**src/rtl/esd_pkg.sv**
```systemverilog
// esd_pkg: types, character codes and record layouts for the escape sequence decoder
// no dependencies

package esd_pkg;

  typedef enum logic [1:0] {
    MODE_NORMAL = 2'd0,
    MODE_QUOTE  = 2'd1,
    MODE_BSLASH = 2'd2,
    MODE_OCTAL  = 2'd3
  } mode_t;

  localparam logic [7:0] CH_QUOTE  = 8'h27;
  localparam logic [7:0] CH_BSLASH = 8'h5C;
  localparam logic [7:0] CH_ZERO   = 8'h30;
  localparam logic [7:0] CH_SEVEN  = 8'h37;
  localparam logic [7:0] CH_B      = 8'h62;
  localparam logic [7:0] CH_F      = 8'h66;
  localparam logic [7:0] CH_N      = 8'h6E;
  localparam logic [7:0] CH_R      = 8'h72;
  localparam logic [7:0] CH_T      = 8'h74;
  localparam logic [7:0] CODE_BS   = 8'h08;
  localparam logic [7:0] CODE_FF   = 8'h0C;
  localparam logic [7:0] CODE_LF   = 8'h0A;
  localparam logic [7:0] CODE_CR   = 8'h0D;
  localparam logic [7:0] CODE_TAB  = 8'h09;

  localparam logic [1:0] OCT_MAX_DIGITS = 2'd3;

  localparam int QDEPTH = 4;
  localparam int QPTR_W = $clog2(QDEPTH);
  localparam int QCNT_W = $clog2(QDEPTH + 1);
  localparam logic [QCNT_W-1:0] QREADY_MAX = QCNT_W'(QDEPTH - 2);

  typedef struct packed {
    mode_t      mode;
    logic [7:0] accum;
    logic [1:0] digits;
  } dec_state_t;

  localparam dec_state_t DEC_RESET = '{mode: MODE_NORMAL, accum: 8'd0, digits: 2'd0};

  typedef struct packed {
    logic [7:0] data;
    logic       last;
  } result_t;

  typedef struct packed {
    logic    v0;
    logic    v1;
    result_t r0;
    result_t r1;
  } push_t;

  typedef struct packed {
    push_t      push;
    dec_state_t state_next;
  } dec_t;

endpackage

```
**src/rtl/esd_if.sv**
```systemverilog
// esd_in_if / esd_out_if: valid-ready channels for raw and decoded bytes
// depends on nothing

interface esd_in_if;
  logic       valid;
  logic       ready;
  logic [7:0] in_byte;
  logic       in_last;

  modport source (output valid, output in_byte, output in_last, input ready);
  modport sink (input valid, input in_byte, input in_last, output ready);
endinterface

interface esd_out_if;
  logic       valid;
  logic       ready;
  logic [7:0] out_byte;
  logic       out_last;

  modport source (output valid, output out_byte, output out_last, input ready);
  modport sink (input valid, input out_byte, input out_last, output ready);
endinterface

```
**src/rtl/esd_decode.sv**
```systemverilog
// esd_decode: combinational decode of one raw byte against the current escape state
// depends on esd_pkg

module esd_decode
  import esd_pkg::*;
(
  input  dec_state_t st,
  input  logic [7:0] in_byte,
  input  logic       in_last,
  output dec_t       dec
);

  logic       is_oct;
  logic       is_special;
  logic [7:0] accum_ext;
  logic [1:0] digits_inc;
  result_t    norm_res;
  logic       norm_emit;
  mode_t      norm_mode;
  push_t      push;
  dec_state_t state_next;

  assign is_oct     = (in_byte >= CH_ZERO) && (in_byte <= CH_SEVEN);
  assign is_special = (in_byte == CH_QUOTE) || (in_byte == CH_BSLASH);
  assign accum_ext  = {st.accum[4:0], in_byte[2:0]};
  assign digits_inc = st.digits + 2'd1;

  assign dec = '{push: push, state_next: state_next};

  // normal-mode handling of the byte
  always_comb begin
    norm_res = '{data: in_byte, last: in_last};
    norm_emit = 1'b1;
    norm_mode = MODE_NORMAL;
    if (is_special) begin
      if (in_last) begin
        norm_res.data = 8'd0;
      end else begin
        norm_emit = 1'b0;
        norm_mode = (in_byte == CH_QUOTE) ? MODE_QUOTE : MODE_BSLASH;
      end
    end
  end

  // next state
  always_comb begin
    state_next = st;
    unique case (st.mode)
      MODE_QUOTE: begin
        state_next.mode = MODE_NORMAL;
      end
      MODE_BSLASH: begin
        state_next.mode = MODE_NORMAL;
        if (is_oct) begin
          state_next.accum = {5'd0, in_byte[2:0]};
          state_next.digits = 2'd1;
          state_next.mode = MODE_OCTAL;
        end
      end
      MODE_OCTAL: begin
        if (is_oct && (st.digits < OCT_MAX_DIGITS)) begin
          state_next.accum = accum_ext;
          state_next.digits = digits_inc;
          if (in_last || (digits_inc >= OCT_MAX_DIGITS)) begin
            state_next = DEC_RESET;
          end
        end else begin
          state_next = DEC_RESET;
          state_next.mode = norm_mode;
        end
      end
      default: begin
        state_next.mode = norm_mode;
      end
    endcase
    if (in_last) begin
      state_next = DEC_RESET;
    end
  end

  // results
  always_comb begin
    push.v0 = 1'b0;
    push.v1 = 1'b0;
    push.r0 = '{data: in_byte, last: in_last};
    push.r1 = norm_res;
    unique case (st.mode)
      MODE_QUOTE: begin
        push.v0 = 1'b1;
      end
      MODE_BSLASH: begin
        push.v0 = 1'b1;
        priority if (in_byte == CH_B) begin
          push.r0.data = CODE_BS;
        end else if (in_byte == CH_F) begin
          push.r0.data = CODE_FF;
        end else if (in_byte == CH_N) begin
          push.r0.data = CODE_LF;
        end else if (in_byte == CH_R) begin
          push.r0.data = CODE_CR;
        end else if (in_byte == CH_T) begin
          push.r0.data = CODE_TAB;
        end else if (is_oct) begin
          push.r0.data = {5'd0, in_byte[2:0]};
          push.v0 = in_last;
        end else begin
          push.r0.data = in_byte;
        end
      end
      MODE_OCTAL: begin
        if (is_oct && (st.digits < OCT_MAX_DIGITS)) begin
          push.r0.data = accum_ext;
          push.v0 = in_last || (digits_inc >= OCT_MAX_DIGITS);
        end else begin
          // pending value first, then the byte as in normal mode
          push.v0 = 1'b1;
          push.r0 = '{data: st.accum, last: 1'b0};
          push.v1 = norm_emit;
        end
      end
      default: begin
        push.v0 = norm_emit;
        push.r0 = norm_res;
      end
    endcase
  end

endmodule

```
**src/rtl/esd_out_queue.sv**
```systemverilog
// esd_out_queue: small result queue taking up to two items a cycle, one out
// depends on esd_pkg and esd_out_if

module esd_out_queue
  import esd_pkg::*;
(
  input  logic  clk,
  input  logic  rst,
  input  push_t push,
  output logic  space,
  esd_out_if.source tx
);

  result_t             slots [QDEPTH];
  logic [QPTR_W-1:0]   wr_ptr;
  logic [QPTR_W-1:0]   rd_ptr;
  logic [QCNT_W-1:0]   count;
  logic [QPTR_W-1:0]   wr_ptr_next;
  logic [QPTR_W-1:0]   rd_ptr_next;
  logic [QCNT_W-1:0]   count_next;
  logic                pop;
  logic [1:0]          n_push;

  assign pop    = tx.valid && tx.ready;
  assign n_push = {1'b0, push.v0} + {1'b0, push.v1};

  always_comb begin
    wr_ptr_next = wr_ptr + QPTR_W'(n_push);
    rd_ptr_next = rd_ptr + QPTR_W'(pop);
    count_next  = count + QCNT_W'(n_push) - QCNT_W'(pop);
  end

  always_ff @(posedge clk) begin
    if (rst) begin
      wr_ptr <= '0;
      rd_ptr <= '0;
      count  <= '0;
    end else begin
      wr_ptr <= wr_ptr_next;
      rd_ptr <= rd_ptr_next;
      count  <= count_next;
    end
  end

  always_ff @(posedge clk) begin
    if (push.v0) begin
      slots[wr_ptr] <= push.r0;
    end
    if (push.v1) begin
      slots[wr_ptr + QPTR_W'(1)] <= push.r1;
    end
  end

  assign space       = (count <= QREADY_MAX);
  assign tx.valid    = (count != '0);
  assign tx.out_byte = slots[rd_ptr].data;
  assign tx.out_last = slots[rd_ptr].last;

endmodule

```
**src/rtl/escape_sequence_decoder.sv**
```systemverilog
// escape_sequence_decoder: top level of the backslash/quote escape decoder
// depends on esd_pkg, esd_if, esd_decode and esd_out_queue
//
// usage
//   rx carries raw bytes of an escaped string, in_last set on its final byte
//   tx carries decoded bytes, out_last set on the last decoded byte of a string
//   an item on rx yields zero, one or two items on tx
// output
//   a result is registered in the queue, then offered on tx behind earlier results
// throughput
//   one rx item per cycle while tx keeps up; the rare item giving two results
//   is absorbed by the four-entry result queue
//   rx.ready is high while the queue has room for two results
// reset
//   rst (synchronous) returns the escape state to normal and empties the queue
// stalls
//   when tx.ready is low, results wait in the queue and rx.ready drops once
//   fewer than two free slots remain; nothing is lost or repeated

module escape_sequence_decoder
  import esd_pkg::*;
(
  input  logic clk,
  input  logic rst,
  esd_in_if.sink    rx,
  esd_out_if.source tx
);

  dec_state_t st;
  dec_t       dec;
  push_t      push;
  logic       space;
  logic       accept;

  assign rx.ready = space;
  assign accept   = rx.valid && space;

  esd_decode u_decode (
    .st      (st),
    .in_byte (rx.in_byte),
    .in_last (rx.in_last),
    .dec     (dec)
  );

  always_comb begin
    push = dec.push;
    push.v0 = dec.push.v0 && accept;
    push.v1 = dec.push.v1 && accept;
  end

  always_ff @(posedge clk) begin
    if (rst) begin
      st <= DEC_RESET;
    end else if (accept) begin
      st <= dec.state_next;
    end
  end

  esd_out_queue u_queue (
    .clk   (clk),
    .rst   (rst),
    .push  (push),
    .space (space),
    .tx    (tx)
  );

endmodule
```
**src/flat_wrapper.sv**
```systemverilog
// flat-port wrapper written by rule: the top's interface ports become plain ports
module escape_sequence_decoder_flat import esd_pkg::*;
  (clk, rst, rx_valid, rx_in_byte, rx_in_last, rx_ready, tx_valid, tx_out_byte, tx_out_last, tx_ready);
  esd_in_if rx_i ();
  esd_out_if tx_i ();
  input  logic clk;
  input  logic rst;
  input wire logic [$bits(rx_i.valid)-1:0] rx_valid;
  input wire logic [$bits(rx_i.in_byte)-1:0] rx_in_byte;
  input wire logic [$bits(rx_i.in_last)-1:0] rx_in_last;
  output wire logic [$bits(rx_i.ready)-1:0] rx_ready;
  output wire logic [$bits(tx_i.valid)-1:0] tx_valid;
  output wire logic [$bits(tx_i.out_byte)-1:0] tx_out_byte;
  output wire logic [$bits(tx_i.out_last)-1:0] tx_out_last;
  input wire logic [$bits(tx_i.ready)-1:0] tx_ready;
  assign rx_i.valid = rx_valid;
  assign rx_i.in_byte = rx_in_byte;
  assign rx_i.in_last = rx_in_last;
  assign rx_ready = rx_i.ready;
  assign tx_valid = tx_i.valid;
  assign tx_out_byte = tx_i.out_byte;
  assign tx_out_last = tx_i.out_last;
  assign tx_i.ready = tx_ready;
  escape_sequence_decoder u_core (.clk(clk), .rst(rst), .rx(rx_i), .tx(tx_i));
endmodule
```
**config.mk**
```make
export PLATFORM = sky130hd
export DESIGN_NAME = escape_sequence_decoder_flat
export DESIGN_NICKNAME = d
export VERILOG_FILES = /design/src/rtl/esd_pkg.sv /design/src/rtl/esd_if.sv /design/src/rtl/esd_decode.sv /design/src/rtl/esd_out_queue.sv /design/src/rtl/escape_sequence_decoder.sv /design/src/flat_wrapper.sv
export SDC_FILE = /design/constraint.sdc
export NUM_CORES = 1
export LEC_CHECK = 0
export BUFFER_PORTS_ARGS = -buffer_cell sky130_fd_sc_hd__buf_2
export CAP_MARGIN = 15
export CORE_MARGIN = 5
export CORE_UTILIZATION = 50
export CTS_CLUSTER_DIAMETER = 50
export DETAILED_ROUTE_END_ITERATION = 12
export GPL_TIMING_DRIVEN = 0
export PLACE_DENSITY_LB_ADDON = 0.08
export SKIP_LAST_GASP = 1
export SYNTH_ARGS = -nofsm -noshare
export SYNTH_HDL_FRONTEND = slang
export SYNTH_HIERARCHICAL = 1
export SYNTH_SLANG_ARGS = --single-unit
```
**constraint.sdc**
```tcl
create_clock -name clk -period 3.72 [get_ports clk]
set_input_delay 0.744 -clock clk [delete_from_list [all_inputs] [get_ports clk]]
set_output_delay 0.744 -clock clk [all_outputs]
set_load 0.03 [all_outputs]
```
==> results.yml <==
finish:
  n_antenna_cell: 0
  syn2layout_area_growth_pct: 9.09
  instances_no_fill: 455
  mostFrequentLayoutCell: "edfxtp_1"
  layout_common_cells: "edfxtp_1 (36), nor2_1 (28), buf_2 (27)"
  drive_gt1_share_pct: 32.9
  finalNetCount: 377
  fillers: 648
critical_path:
  endpoint: "u_core/u_queue/count[2]"
  crit_type: "input pin to flop"
  cp_top_family: "adder cells"
  r2r_slack_ps: 500
  max_stage_delay_ps: 480
  cp_max_fo: 10
  worstRegToRegCells: 15
  reg2reg_from: "u_core/st[10]"
  cp_num_buf_inv: 4
  end_kind: "flop"
  crit_required_ps: 3920
  cp_cell_sequence: "buf_2 > nand4b_1 > nor4b_2 > o21ai_0 > a21o_1 > and3_1 > ha_1 > inv_1 > ha_1 > inv_1 > ha_1 > inv_1 > fa_1 > xor3_1 > nor2_1"
  crit_cells: 15
  slowest_stage: "nor4b_2"
  cp_data_arrival_time_ps: 3640
  reg2reg_to: "u_core/u_queue/count[2]"
  startpoint: "rx_in_byte[6]"
  cp-start-kind: "input pin"
cts:
  insertion_delay_ps: 300
  cts_max_path_buffers: 2
  clk_pin_slew_ps: 100
  cts.hold.buffers_added: 0
  cts_sinks: 55
  cts_resized: 0
  cts_tree: "built"
  clockRootBuffer: "clkbuf_8"
  cts_htree_levels: 2
  post_cts_buffers: 0
  cts_made_buffers: 5
sta:
  fmax_ghz: 0.291
  setup_viol: 0
  holdWs_ps: 594
  rsz0062_at_grt: "false"
  setup_ws_ps: 284
  period_share_pct: 92.4
  post-route-min-period_ps: 3440
  slew_headroom_pct: 31.4
  slew_viol_final: 0
  worstMarginPinSlew_ps: 1030
  fin_worst_skew_ps: 6.16
  hold_viol: 0
placed_design:
  place_inst: 447
  port_buffers: 19
  dp_hpwl_um: 5980
  place_ws_ps: -97.2
  gp_congestion: 0.832
pwr:
  p_clk_share_pct: 22.6
  p_comb_share_pct: 35.3
  p_leak_nw: 1.49
  finalPower_mw: 1.77
  switching_share_pct: 32.9
  p_sw_mw: 0.582
  p_seq_share_pct: 42.1
  p_int_mw: 1.19
  ir_drop_v: 0.000175
  power_density_nw_per_um2: 436
global_routing:
  grt.total_usage_pct: 19.4
  grt_pass1_wl_um: 13600
  antenna_found_initial: 0
  overflow: 0
  grt_max_degree: 18
  grt_pass1_vias: 2573
floorplan:
  die_x_um: 96.2
  die_area_um2: 9250
  dieHeight_um: 96.2
  row_count: 31
  pin_count: 24
  core_area_um2: 7250
  start_util_pct: 51.2
yosys:
  syn_inst: 328
  syn_avg_cell_area_um2: 11.3
  syn-cell-area_um2: 3710
  synth_cell_types: 62
  synth_edf_count: 36
  ys_ff_latch: 55
  async_flop_share_pct: 0
  yosysSeqAreaShare_pct: 39.3
  syn-num-nets: 350
  synthFlopType: "edfxtp_1"
  yosysWarnings: 6
detailed_routing:
  routed_wl_um: 8160
  drt_iter0_markers: 119
  drt_pass1_iterations: 4
  vias: 2603
  drcViolationCount: 0
  wl_per_cell_um: 17.9
  ant_nets: 0
  vias_per_cell: 5.72
run:
  drv_cap: 0
status:
  status: "finished, final reports clean"
hold_path:
  hp-class: "flop to flop"
-- worst min-delay path by stage --
stage                  startpoint            end  slack, ps  cells after the start
floorplan            u_core/st[7]   u_core/st[7]        550                      4
global placement    u_core/st[10]  u_core/st[10]        560                      2
detailed placement   u_core/st[7]   u_core/st[7]        580                      4
CTS                  u_core/st[7]   u_core/st[7]        600                      4
global route         u_core/st[8]   u_core/st[8]        620                      2
finish               u_core/st[7]   u_core/st[7]        590                      4
-- state kept, by name, summed over array words and instances, names as in the netlist --
| signal | count |
|---|---|
| u_core/u_queue/slots | 36 |
| u_core/u_queue/rd_ptr | 2 |
| u_core/st | 12 |
| u_core/u_queue/count | 3 |
| u_core/u_queue/wr_ptr | 2 |
-- power groups by stage --
| stage | Clock [mW] | Sequential [mW] | Combinational, mW |
|---|---|---|---|
| final | 0.400 | 0.744 | 0.624 |
| after global routing | 0.441 | 0.751 | 0.682 |
| after CTS | 0.413 | 0.745 | 0.634 |
| after detailed placement | 0 | 0.759 | 0.633 |
| after global placement | 0 | 0.758 | 0.625 |
| after floorplan | 0 | 0.752 | 0.488 |
-- routing by layer --
layer / vias up / global-route usage [%] / share of wire, %
met4: 0 / 5.33 / 0.96
li1: 1278 / - / -
met2: 56 / 33.4 / 50
met1: 1263 / 25.4 / 45
met5: - / 0 / 0
met3: 6 / 2.89 / 3.2
-- per-stage QoR --
step           utilization, %  instance area (um2)  TNS, ps
5_1_grt                  55.9                 4050        0
6_report                 55.9                 4050        0
3_3_place_gp             54.2                 3930    -78.8
2_1_floorplan               -                 3710        0
3_5_place_dp             54.3                 3940    -97.2
4_1_cts                  55.9                 4050        0
-- final cells by class --
class,instances,area [um2],area share [%]
buffer,24,169,4.17
clock buffer,6,72.6,1.79
clock inverter,2,37.5,0.926
inverter,9,33.8,0.834
multi-input combinational,240,2050,50.6
sequential,55,1460,36.1
tap,99,124,3.06
timing repair buffer,20,103,2.53
-- cell families (layout without fill, tap and decap cells) --
| family | Yosys count | after routing | share of synthesized area (%) |
|---|---|---|---|
| AOI/OAI and AO/OA | 71 | 71 | 13.9 |
| xor gates and xnor gates | 4 | 4 | 1.72 |
| adders and majority gates | 9 | 9 | 3.23 |
| buffers and inverters | 33 | 61 | 5.42 |
| DFF | 55 | 55 | 39.3 |
| muxes | 53 | 53 | 20.4 |
| and+or+nand+nor | 103 | 103 | 16.0 |
-- Yosys cell counts, types with 7 or more instances --
cell type	n	share of area [%]
and2_1	7	1.2
mux4_2	9	5.5
mux2i_1	7	1.9
ha_1	8	2.7
o21ai_0	11	1.5
a21oi_1	17	2.3
mux2_4	18	7.3
mux2_2	19	5.8
inv_1	9	0.91
edfxtp_1	36	29
nor2_1	28	2.8
buf_2	8	1.1
nand3_1	14	1.9
dfxtp_1	19	10
nand2_1	19	1.9
-- worst min-delay path, cell delays in order, from the launching register on --
cell,delay [ps]
dfxtp_1,330
nand2_1,50
a21oi_1,60
nand3_1,60
a21oi_1,50
Note: power is estimated with default switching activity, not from simulation.
